## src/hdl/lsfs_pkg.sv

```systemverilog
// shared types, constants and decode tables of the lpc speech synthesizer
package lsfs_pkg;

    localparam int FILTER_ORDER           = 10;
    localparam int IDX_W                  = $clog2(FILTER_ORDER);
    localparam int SAMPLES_PER_UPDATE     = 25;
    localparam int CHIRP_LEN              = 41;
    localparam int SPEECH_STORE_DEPTH_DEF = 4096;
    localparam logic [15:0] LFSR_TAPS     = 16'hB800;
    localparam logic [9:0]  IDLE_SAMPLE   = 10'd512;
    localparam logic [3:0]  ECODE_REST    = 4'h0;
    localparam logic [3:0]  ECODE_STOP    = 4'hF;

    // item kinds
    localparam logic [1:0] KIND_WRITE = 2'd0;
    localparam logic [1:0] KIND_START = 2'd1;
    localparam logic [1:0] KIND_TICK  = 2'd2;
    localparam logic [1:0] KIND_DROP  = 2'd3;

    typedef enum logic [3:0] {
        F_ENERGY, F_REPEAT, F_PITCH,
        F_K1, F_K2, F_K3, F_K4, F_K5, F_K6, F_K7, F_K8, F_K9, F_K10
    } t_field;

    typedef enum logic [1:0] {
        MK_EXC, MK_FWD, MK_BWD
    } t_mkind;

    typedef struct packed {
        logic             wr_en;
        logic             start_en;
        logic             take_bit;
        logic             apply;
        t_field           fld;
        logic             upd_en;
        logic             first;
        logic             exc_step;
        logic             mul_en;
        t_mkind           mul_kind;
        logic [IDX_W-1:0] mul_idx;
        logic             fin;
        logic             out_load;
        logic             out_idle;
        logic             out_busy;
    } t_cmd;

    typedef struct packed {
        logic       rd_ok;
        logic [3:0] ecode;
        logic       rep;
        logic       pitch_nz;
        logic       out_full;
    } t_stat;

    localparam logic [7:0] ENERGY_TAB [16] = '{
        8'h00,8'h02,8'h03,8'h04,8'h05,8'h07,8'h0a,8'h0f,
        8'h14,8'h20,8'h29,8'h39,8'h51,8'h72,8'ha1,8'hff};
    localparam logic [7:0] PITCH_TAB [64] = '{
        8'h00,8'h10,8'h11,8'h12,8'h13,8'h14,8'h15,8'h16,8'h17,8'h18,8'h19,8'h1A,8'h1B,
        8'h1C,8'h1D,8'h1E,8'h1F,8'h20,8'h21,8'h22,8'h23,8'h24,8'h25,8'h26,8'h27,8'h28,
        8'h29,8'h2A,8'h2B,8'h2D,8'h2F,8'h31,8'h33,8'h35,8'h36,8'h39,8'h3B,8'h3D,8'h3F,
        8'h42,8'h45,8'h47,8'h49,8'h4D,8'h4F,8'h51,8'h55,8'h57,8'h5C,8'h5F,8'h63,8'h66,
        8'h6A,8'h6E,8'h73,8'h77,8'h7B,8'h80,8'h85,8'h8A,8'h8F,8'h95,8'h9A,8'hA0};
    localparam logic [15:0] K1_TAB [32] = '{
        16'h82C0,16'h8380,16'h83C0,16'h8440,16'h84C0,16'h8540,16'h8600,16'h8780,
        16'h8880,16'h8980,16'h8AC0,16'h8C00,16'h8D40,16'h8F00,16'h90C0,16'h92C0,
        16'h9900,16'hA140,16'hAB80,16'hB840,16'hC740,16'hD8C0,16'hEBC0,16'h0000,
        16'h1440,16'h2740,16'h38C0,16'h47C0,16'h5480,16'h5EC0,16'h6700,16'h6D40};
    localparam logic [15:0] K2_TAB [32] = '{
        16'hAE00,16'hB480,16'hBB80,16'hC340,16'hCB80,16'hD440,16'hDDC0,16'hE780,
        16'hF180,16'hFBC0,16'h0600,16'h1040,16'h1A40,16'h2400,16'h2D40,16'h3600,
        16'h3E40,16'h45C0,16'h4CC0,16'h5300,16'h5880,16'h5DC0,16'h6240,16'h6640,
        16'h69C0,16'h6CC0,16'h6F80,16'h71C0,16'h73C0,16'h7580,16'h7700,16'h7E80};
    localparam logic [7:0] K3_TAB [16] = '{8'h92,8'h9F,8'hAD,8'hBA,8'hC8,8'hD5,8'hE3,8'hF0,
        8'hFE,8'h0B,8'h19,8'h26,8'h34,8'h41,8'h4F,8'h5C};
    localparam logic [7:0] K4_TAB [16] = '{8'hAE,8'hBC,8'hCA,8'hD8,8'hE6,8'hF4,8'h01,8'h0F,
        8'h1D,8'h2B,8'h39,8'h47,8'h55,8'h63,8'h71,8'h7E};
    localparam logic [7:0] K5_TAB [16] = '{8'hAE,8'hBA,8'hC5,8'hD1,8'hDD,8'hE8,8'hF4,8'hFF,
        8'h0B,8'h17,8'h22,8'h2E,8'h39,8'h45,8'h51,8'h5C};
    localparam logic [7:0] K6_TAB [16] = '{8'hC0,8'hCB,8'hD6,8'hE1,8'hEC,8'hF7,8'h03,8'h0E,
        8'h19,8'h24,8'h2F,8'h3A,8'h45,8'h50,8'h5B,8'h66};
    localparam logic [7:0] K7_TAB [16] = '{8'hB3,8'hBF,8'hCB,8'hD7,8'hE3,8'hEF,8'hFB,8'h07,
        8'h13,8'h1F,8'h2B,8'h37,8'h43,8'h4F,8'h5A,8'h66};
    localparam logic [7:0] K8_TAB [8]  = '{8'hC0,8'hD8,8'hF0,8'h07,8'h1F,8'h37,8'h4F,8'h66};
    localparam logic [7:0] K9_TAB [8]  = '{8'hC0,8'hD4,8'hE8,8'hFC,8'h10,8'h25,8'h39,8'h4D};
    localparam logic [7:0] K10_TAB [8] = '{8'hCD,8'hDF,8'hF1,8'h04,8'h16,8'h28,8'h3B,8'h4D};
    localparam logic [7:0] CHIRP_TAB [CHIRP_LEN] = '{
        8'h00,8'h2a,8'hd4,8'h32,8'hb2,8'h12,8'h25,8'h14,8'h02,8'he1,8'hc5,8'h02,8'h5f,
        8'h5a,8'h05,8'h0f,8'h26,8'hfc,8'ha5,8'ha5,8'hd6,8'hdd,8'hdc,8'hfc,8'h25,8'h2b,
        8'h22,8'h21,8'h0f,8'hff,8'hf8,8'hee,8'hed,8'hef,8'hf7,8'hf6,8'hfa,8'h00,8'h03,
        8'h02,8'h01};

    function automatic logic [2:0] fld_width(t_field f);
        logic [2:0] w;
        case (f) inside
            F_ENERGY:                   w = 3'd4;
            F_REPEAT:                   w = 3'd1;
            F_PITCH:                    w = 3'd6;
            F_K1, F_K2:                 w = 3'd5;
            F_K3, F_K4, F_K5, F_K6, F_K7: w = 3'd4;
            default:                    w = 3'd3;
        endcase
        return w;
    endfunction

    function automatic logic [15:0] coef_value(t_field f, logic [4:0] c);
        logic [15:0] v;
        case (f)
            F_K1:    v = K1_TAB[c];
            F_K2:    v = K2_TAB[c];
            F_K3:    v = {K3_TAB[c[3:0]], 8'h00};
            F_K4:    v = {K4_TAB[c[3:0]], 8'h00};
            F_K5:    v = {K5_TAB[c[3:0]], 8'h00};
            F_K6:    v = {K6_TAB[c[3:0]], 8'h00};
            F_K7:    v = {K7_TAB[c[3:0]], 8'h00};
            F_K8:    v = {K8_TAB[c[2:0]], 8'h00};
            F_K9:    v = {K9_TAB[c[2:0]], 8'h00};
            default: v = {K10_TAB[c[2:0]], 8'h00};
        endcase
        return v;
    endfunction

endpackage

```

## src/hdl/lsfs_ctrl.sv

```systemverilog
// controller: sample and frame counters, frame parse sequence, lattice step sequence
module lsfs_ctrl
    import lsfs_pkg::*;
(
    input  logic       i_clk,
    input  logic       i_rst_n,
    input  logic       i_in_valid,
    input  logic [1:0] i_in_kind,
    output logic       o_in_ready,
    input  t_stat      i_stat,
    output t_cmd       o_cmd
);
    typedef enum logic [10:0] {
        S_IDLE   = 11'b000_0000_0001,
        S_PARSE  = 11'b000_0000_0010,
        S_PDEC   = 11'b000_0000_0100,
        S_UPD    = 11'b000_0000_1000,
        S_EXC    = 11'b000_0001_0000,
        S_EXC2   = 11'b000_0010_0000,
        S_FWD    = 11'b000_0100_0000,
        S_BWD    = 11'b000_1000_0000,
        S_FIN    = 11'b001_0000_0000,
        S_OUTW   = 11'b010_0000_0000,
        S_IDLOUT = 11'b100_0000_0000
    } t_state;

    t_state           r_state, n_state;
    logic             r_running, n_running;
    logic             r_first, n_first;
    logic [4:0]       r_sc, n_sc;
    logic [2:0]       r_sub, n_sub;
    t_field           r_fld, n_fld;
    logic [2:0]       r_cnt, n_cnt;
    logic [IDX_W-1:0] r_j, n_j;
    logic [4:0]       w_sc_inc;
    logic [2:0]       w_sub_inc;

    assign w_sc_inc  = r_sc + 5'd1;
    assign w_sub_inc = r_sub + 3'd1;
    assign o_in_ready = (r_state == S_IDLE);

    always_comb begin
        n_state   = r_state;
        n_running = r_running;
        n_first   = r_first;
        n_sc      = r_sc;
        n_sub     = r_sub;
        n_fld     = r_fld;
        n_cnt     = r_cnt;
        n_j       = r_j;
        o_cmd     = '0;
        o_cmd.fld = r_fld;
        o_cmd.mul_idx = r_j;
        unique case (r_state)
            S_IDLE: begin
                if (i_in_valid) begin
                    unique case (i_in_kind)
                        KIND_WRITE: o_cmd.wr_en = 1'b1;
                        KIND_START: begin
                            o_cmd.start_en = 1'b1;
                            n_running = 1'b1;
                            n_first   = 1'b1;
                        end
                        KIND_TICK: begin
                            if (!r_running) begin
                                n_state = S_IDLOUT;
                            end else if (w_sc_inc >= 5'(SAMPLES_PER_UPDATE)) begin
                                n_sc  = '0;
                                n_sub = w_sub_inc;
                                if (w_sub_inc == 3'd0) begin
                                    n_state = S_PARSE;
                                    n_fld   = F_ENERGY;
                                    n_cnt   = '0;
                                end else begin
                                    n_state = S_UPD;
                                end
                            end else begin
                                n_sc    = w_sc_inc;
                                n_state = S_EXC;
                            end
                        end
                        default: ;
                    endcase
                end
            end
            S_PARSE: begin
                if (i_stat.rd_ok) begin
                    o_cmd.take_bit = 1'b1;
                    if (r_cnt == fld_width(r_fld) - 3'd1) begin
                        o_cmd.apply = 1'b1;
                        n_cnt   = '0;
                        n_state = S_PDEC;
                    end else begin
                        n_cnt = r_cnt + 3'd1;
                    end
                end
            end
            S_PDEC: begin
                n_state = S_PARSE;
                n_fld   = t_field'(r_fld + 4'd1);
                case (r_fld)
                    F_ENERGY: begin
                        if (i_stat.ecode == ECODE_REST) begin
                            n_state = S_UPD;
                        end else if (i_stat.ecode == ECODE_STOP) begin
                            n_state   = S_UPD;
                            n_running = 1'b0;
                        end
                    end
                    F_PITCH: if (i_stat.rep) n_state = S_UPD;
                    F_K4:    if (!i_stat.pitch_nz) n_state = S_UPD;
                    F_K10:   n_state = S_UPD;
                    default: ;
                endcase
            end
            S_UPD: begin
                o_cmd.upd_en = 1'b1;
                o_cmd.first  = r_first;
                n_first = 1'b0;
                n_state = S_EXC;
            end
            S_EXC: begin
                o_cmd.exc_step = 1'b1;
                n_state = S_EXC2;
            end
            S_EXC2: begin
                o_cmd.mul_en   = 1'b1;
                o_cmd.mul_kind = MK_EXC;
                n_j     = IDX_W'(FILTER_ORDER - 1);
                n_state = S_FWD;
            end
            S_FWD: begin
                o_cmd.mul_en   = 1'b1;
                o_cmd.mul_kind = MK_FWD;
                if (r_j == '0) begin
                    n_j     = IDX_W'(FILTER_ORDER - 1);
                    n_state = S_BWD;
                end else begin
                    n_j = r_j - 1'b1;
                end
            end
            S_BWD: begin
                o_cmd.mul_en   = 1'b1;
                o_cmd.mul_kind = MK_BWD;
                if (r_j == IDX_W'(1)) begin
                    n_state = S_FIN;
                end else begin
                    n_j = r_j - 1'b1;
                end
            end
            S_FIN: begin
                o_cmd.fin = 1'b1;
                n_state = S_OUTW;
            end
            S_OUTW: begin
                if (!i_stat.out_full) begin
                    o_cmd.out_load = 1'b1;
                    o_cmd.out_busy = r_running;
                    n_state = S_IDLE;
                end
            end
            S_IDLOUT: begin
                if (!i_stat.out_full) begin
                    o_cmd.out_load = 1'b1;
                    o_cmd.out_idle = 1'b1;
                    n_state = S_IDLE;
                end
            end
            default: n_state = S_IDLE;
        endcase
    end

    always_ff @(posedge i_clk) begin
        if (!i_rst_n) begin
            r_state   <= S_IDLE;
            r_running <= 1'b0;
            r_first   <= 1'b0;
            r_sc      <= '0;
            r_sub     <= '0;
            r_fld     <= F_ENERGY;
            r_cnt     <= '0;
            r_j       <= '0;
        end else begin
            r_state   <= n_state;
            r_running <= n_running;
            r_first   <= n_first;
            r_sc      <= n_sc;
            r_sub     <= n_sub;
            r_fld     <= n_fld;
            r_cnt     <= n_cnt;
            r_j       <= n_j;
        end
    end

    a_stop_only_in_decode: assert property (@(posedge i_clk) disable iff (!i_rst_n)
        $fell(r_running) |-> $past(r_state) == S_PDEC)
        else $error("running cleared outside frame decode");
    a_bit_only_when_ready: assert property (@(posedge i_clk) disable iff (!i_rst_n)
        o_cmd.take_bit |-> i_stat.rd_ok)
        else $error("bit taken from stale store data");
    a_count_in_range: assert property (@(posedge i_clk) disable iff (!i_rst_n)
        r_sc < 5'(SAMPLES_PER_UPDATE))
        else $error("sample counter out of range");
    a_load_has_room: assert property (@(posedge i_clk) disable iff (!i_rst_n)
        o_cmd.out_load |-> !i_stat.out_full)
        else $error("output register overwritten");
endmodule

```

## config.mk

```make
export PLATFORM = sky130hd
export DESIGN_NAME = lsfs_ctrl
export DESIGN_NICKNAME = d
export VERILOG_FILES = /design/src/hdl/lsfs_pkg.sv /design/src/hdl/lsfs_ctrl.sv
export SDC_FILE = /design/constraint.sdc
export NUM_CORES = 1
export LEC_CHECK = 0
export ABC_AREA = 1
export BUFFER_PORTS_ARGS = -buffer_cell sky130_fd_sc_hd__buf_2
export CORE_AREA = 2 2 73 75
export DETAILED_ROUTE_END_ITERATION = 16
export DIE_AREA = 0 0 75 77
export GPL_TIMING_DRIVEN = 0
export PLACE_DENSITY = 0.67
export SLEW_MARGIN = 10
export SYNTH_ARGS = -nofsm -noshare
export SYNTH_HDL_FRONTEND = slang
export SYNTH_SLANG_ARGS = --single-unit
export TNS_END_PERCENT = 20
```

## constraint.sdc

```tcl
create_clock -name i_clk -period 6.42 [get_ports i_clk]
set_clock_uncertainty 0.2 [all_clocks]
set_input_delay 0.963 -clock i_clk [delete_from_list [all_inputs] [get_ports i_clk]]
set_output_delay 0.963 -clock i_clk [all_outputs]
set_load 0.1 [all_outputs]
```

* Yosys cells after proc, flatten, opt, wreduce, memory -nomap -nowiden
Index checks and enable logic that the tools add are counted.
** Word-level totals
- Input port bits :: 13
- Register bits :: 32
- Output and inout bits :: 23
- Logic and storage cells :: 141
** Cells by class
- Muxes and demuxes :: 65
- $add $sub $neg :: 6
- Order comparisons :: 1
- Reductions and logical operators :: 20
- Equal/unequal tests :: 41
** Operators by type and width (count)
- 11-bit case mux with 10 select lines :: 1
- 11-bit two-way mux :: 9
- 4-bit two-way mux :: 12
- 11-bit case mux with 4 select lines :: 1
- 3-bit two-way mux :: 14
- 2-bit inequality test, second input constant :: 10
- 4-bit by 3-bit == test with 1-bit output, second input constant :: 4
- 4-bit == test, second input constant :: 4
- 1-bit two-way mux :: 14
- 7-bit AND reduction :: 2
- 4-bit logical NOT :: 3
- 2-bit two-way mux :: 6
- 4-bit case mux with 3 select lines :: 1
- 6-bit AND reduction :: 2
- 11-bit by 1-bit == test with 1-bit output, second input constant :: 1
- 11-bit by 10-bit == test with 1-bit output, second input constant :: 1
- 11-bit == test, second input constant :: 1
- 11-bit by 2-bit == test with 1-bit output, second input constant :: 1
- 11-bit by 3-bit == test with 1-bit output, second input constant :: 1
- 11-bit by 4-bit == test with 1-bit output, second input constant :: 1
- 11-bit by 5-bit == test with 1-bit output, second input constant :: 1
- 11-bit by 6-bit == test with 1-bit output, second input constant :: 1
- 11-bit by 7-bit == test with 1-bit output, second input constant :: 1
- 11-bit by 8-bit == test with 1-bit output, second input constant :: 1
- other kinds (28) :: 40

* Longest topological paths before layout
- Word-level depth :: 14
- Depth in mapped cells :: 21
- Depth with buffers taken out :: 21

* Least setup slack after synthesis
Ideal clock, no wire load.
- Path kind :: flip-flop to output port
- Start point :: register r_fld[0]
- End point :: output o_cmd[18] (netlist name)
- Cell stages (with the launch flop) :: 17
- Setup slack :: 0.596 ns
- Data arrival time :: 4.661 ns
- Data required time :: 5.257 ns
- Buffers on the path :: 0
- Cell sequence :: dfxtp_1 -> inv_1 -> ha_1 -> inv_1 -> nand2_1 -> nand2_1 -> nand3_1 -> nand2_1 -> nand2_1 -> nand2_2 -> nand2_2 -> ha_1 -> xnor2_1 -> nand3_1 -> nand2_1 -> nand3_2 -> nor3_1
** RTL lines
- from (decl) :: RTL line lsfs_ctrl.sv:32 : t_field r_fld, n_fld;
- from (signal assigned) :: RTL line lsfs_ctrl.sv:189 : r_fld <= n_fld;
- to (decl) :: RTL line lsfs_ctrl.sv:11 : output t_cmd o_cmd

==> results.md <==
- Setup bufs post-CTS: 0
- Hold Path Stages: 2
- H-tree depth: 2
- Hold Crit Class: register to register
- Status: complete, no violations
- Critical-path top delay cell: buf_2
- Critical Path AT: 2.82 ns
- Aggregate global-route resource usage: 18.4%
- Sink Count: 32
- Pins Over Slew Limit: 0
- DIE HEIGHT: 77 um
- Gpl congestion: 0.794
- Largest area contributor in the netlist: dfxtp_1
- Ys flop type: dfxtp_1
- Total core area: 4980 sq um
- Routed Antenna Nets: 0
- Final core utilization: 53.5%
- Final setup TNS: 0 ns
- Syn-to-layout area delta: 16.8%
- Final setup vio count: 0
- Non-Filler Instances: 440
- Relative slew margins: 64.5%
- Crit path kind: register to output port
- Clk buf depth: 2
- Cell Chain, Critical Path: inv_1 -> ha_1 -> inv_1 -> nand2_1 -> nand2_1 -> nand3_1 -> nand2_1 -> nand2_1 -> nand2_2 -> nand2_2 -> ha_1 -> xnor2_1 -> nand3_1 -> nand2_1 -> nand3_2 -> nor3_1 -> buf_2
- Synth warn: 0
- Setup crit start kind: register
- Mapped cell area: 2280 sq um
- P per Cell Area: 329 nW/um^2
- CTS tree: done
- Worst setup margin: 2.43 ns
- Top cells by area, synth: dfxtp_1 28%, nand2_1 9.9%, inv_1 8.1%
- CP delay by family, top: simple AND/OR/NAND/NOR gates
- EDFF count, synth: 0
- Die area: 5780 sq um
- Die width: 75 um
- WL/cell: 11.0 um
- Slew @ Worst Pin: 0.532 ns
- Antenna violations before repair: 0
- Largest net degree at the start of global routing: 11
- Stages on the worst setup path: 17
- Site Rows: 26
- RSZ-0062 raised after global routing: no
- FF-to-FF path depth: 20
- Placed Cells: 432
- Mapped Cells: 328
- DP Wirelength: 3870 um
- Initial core utilization: 45.8%
- Antenna Cells: 0
- Part of the cycle the worst path needs: 62.1%
- CP Capture Type: output port
- Skew-Pair Late Insertion Delay: 0.29 ns
- Ports: 36
- Ys async rst share: 0%
- Most frequent cells in the layout: 60 x nand2_1, 49 x inv_1, 35 x nor2_1, 35 x buf_2, 32 x dfxtp_1
- Cts bufs inserted: 5
- Synth Register Bits: 32
- Maxcap violations: 0
- Most common cell after layout, fill and taps aside: nand2_1
- Maximum vdd drop: 0.220 mV
- Most frequent CP cell: nand2_1
- Register area share after synthesis: 28.1%
- Crit-path max cell delay: 0.45 ns
- DRC: 0
- GRT Residual Overflow: 0
- Distinct cell type count after synthesis: 39
- Crit path max fanout: 5
- Ratio of cells with drive above 1 in the final layout: 24.9%
- WL final: 4840 um
- Fmax: 0.251 GHz
- Setup WS pre-CTS: 2.71 ns
- Global-route wire length before repair: 8360 um
- Synthesized net count: 354
- # resized after CTS: 0
- Clock root buffer: clkbuf_8
- Post-CTS Hold Buffers: 0
- Tmin final: 3.99 ns
- Vias: 2141
- PortBufs: 34
- Clk pin slew, worst setup/hold paths: 0.07 ns
- DRT iter0 DRCs: 109
- Req. time, crit path: 5.26 ns
- Worst Path Buf+Inv: 3
- Post-DR vias/cell: 4.87
- Nets: 395
- Pre-Repair DR Iteration Count: 4
- Final Hold Viols: 0
- Fillers: 506
- Syn avg cell area: 6.95 sq um
- Vias in the first global route: 1917
- Pleak: 1.34 nW
- Post-synth top area share: 28.1%
final timing paths:
path | endpoint | slack [ns] | from
worst max-delay path | o_cmd[18] | 2.43 | r_fld[0]
worst min-delay path | r_first | 0.28 | r_first
worst max register to register | r_state[3] | 3.74 | r_fld[0]
worst min register to register | r_first | 0.28 | r_first
per-layer routing:
| layer | GRT usage [%] | vias to the layer above | part of all wire, % | wire length (um) |
|---|---|---|---|---|
| li1 | - | 1146 | - | - |
| met3 | 3.81 | 7 | 4.0 | 195 |
| met5 | 0 | - | 0 | 0 |
| met2 | 27.8 | 34 | 45 | 2170 |
| met4 | 6.43 | 0 | 1.4 | 67 |
| met1 | 25.5 | 954 | 50 | 2410 |
metrics by stage:
step / instance area (sq um) / hold WS [ns] / total power [mW]
floorplan: 2280 / 0.244 / 0.601
global placement: 2540 / 0.256 / 0.664
detailed placement: 2540 / 0.264 / 0.667
CTS: 2660 / 0.274 / 0.883
global route: 2660 / 0.321 / 0.942
finish: 2660 / 0.275 / 0.876
worst min-delay path, cell delays in order (launching register included):
cell	delay (ns)
dfxtp_1	0.30
inv_1	0.06
a211oi_1	0.07
cell families (layout without fill, tap and decap cells):
| group | count (synthesis) | in the layout | share of synthesized area [%] |
|---|---|---|---|
| compound gates | 44 | 44 | 13.1 |
| xor+xnor | 8 | 8 | 3.40 |
| fa+ha+maj | 13 | 13 | 7.14 |
| buf+inv | 61 | 103 | 10.4 |
| flops | 32 | 32 | 28.1 |
| mux | 1 | 1 | 0.439 |
| simple gates | 169 | 169 | 37.5 |
report_power, final:
| group | internal [mW] | switching [mW] | leakage (nW) |
|---|---|---|---|
| registers | 0.220 | 0.0179 | 0.259 |
| logic | 0.117 | 0.309 | 1.02 |
| clock network | 0.137 | 0.0756 | 0.0645 |
cell usage after synthesis, drive strengths merged, types with 2 or more instances:
cell / number
nand4: 10
o21ai: 7
nor3: 12
dfxtp: 32
nor2: 47
xnor2: 3
a21oi: 18
nand2: 74
buf: 2
inv: 58
a211oi: 11
xor2: 5
nand3: 23
o211ai: 3
ha: 13
sequential cells by signal (all words and copies together), names as in the netlist:
signal     flops
r_running      1
r_sc           5
r_sub          3
r_state       11
r_fld          4
r_first        1
r_j            4
r_cnt          3
cell type report:
type / count / area (sq um) / area share [%]
Clock inverter: 1 / 30.0 / 1.13
Tap cell: 70 / 87.6 / 3.29
Timing Repair Buffer: 34 / 170 / 6.39
Clock buffer: 7 / 96.3 / 3.62
Buffer: 3 / 16.3 / 0.611
Multi-Input combinational cell: 235 / 1400 / 52.7
Sequential cell: 32 / 641 / 24.0
Inverter: 58 / 220 / 8.27
Power figures use the tool's default switching activity.
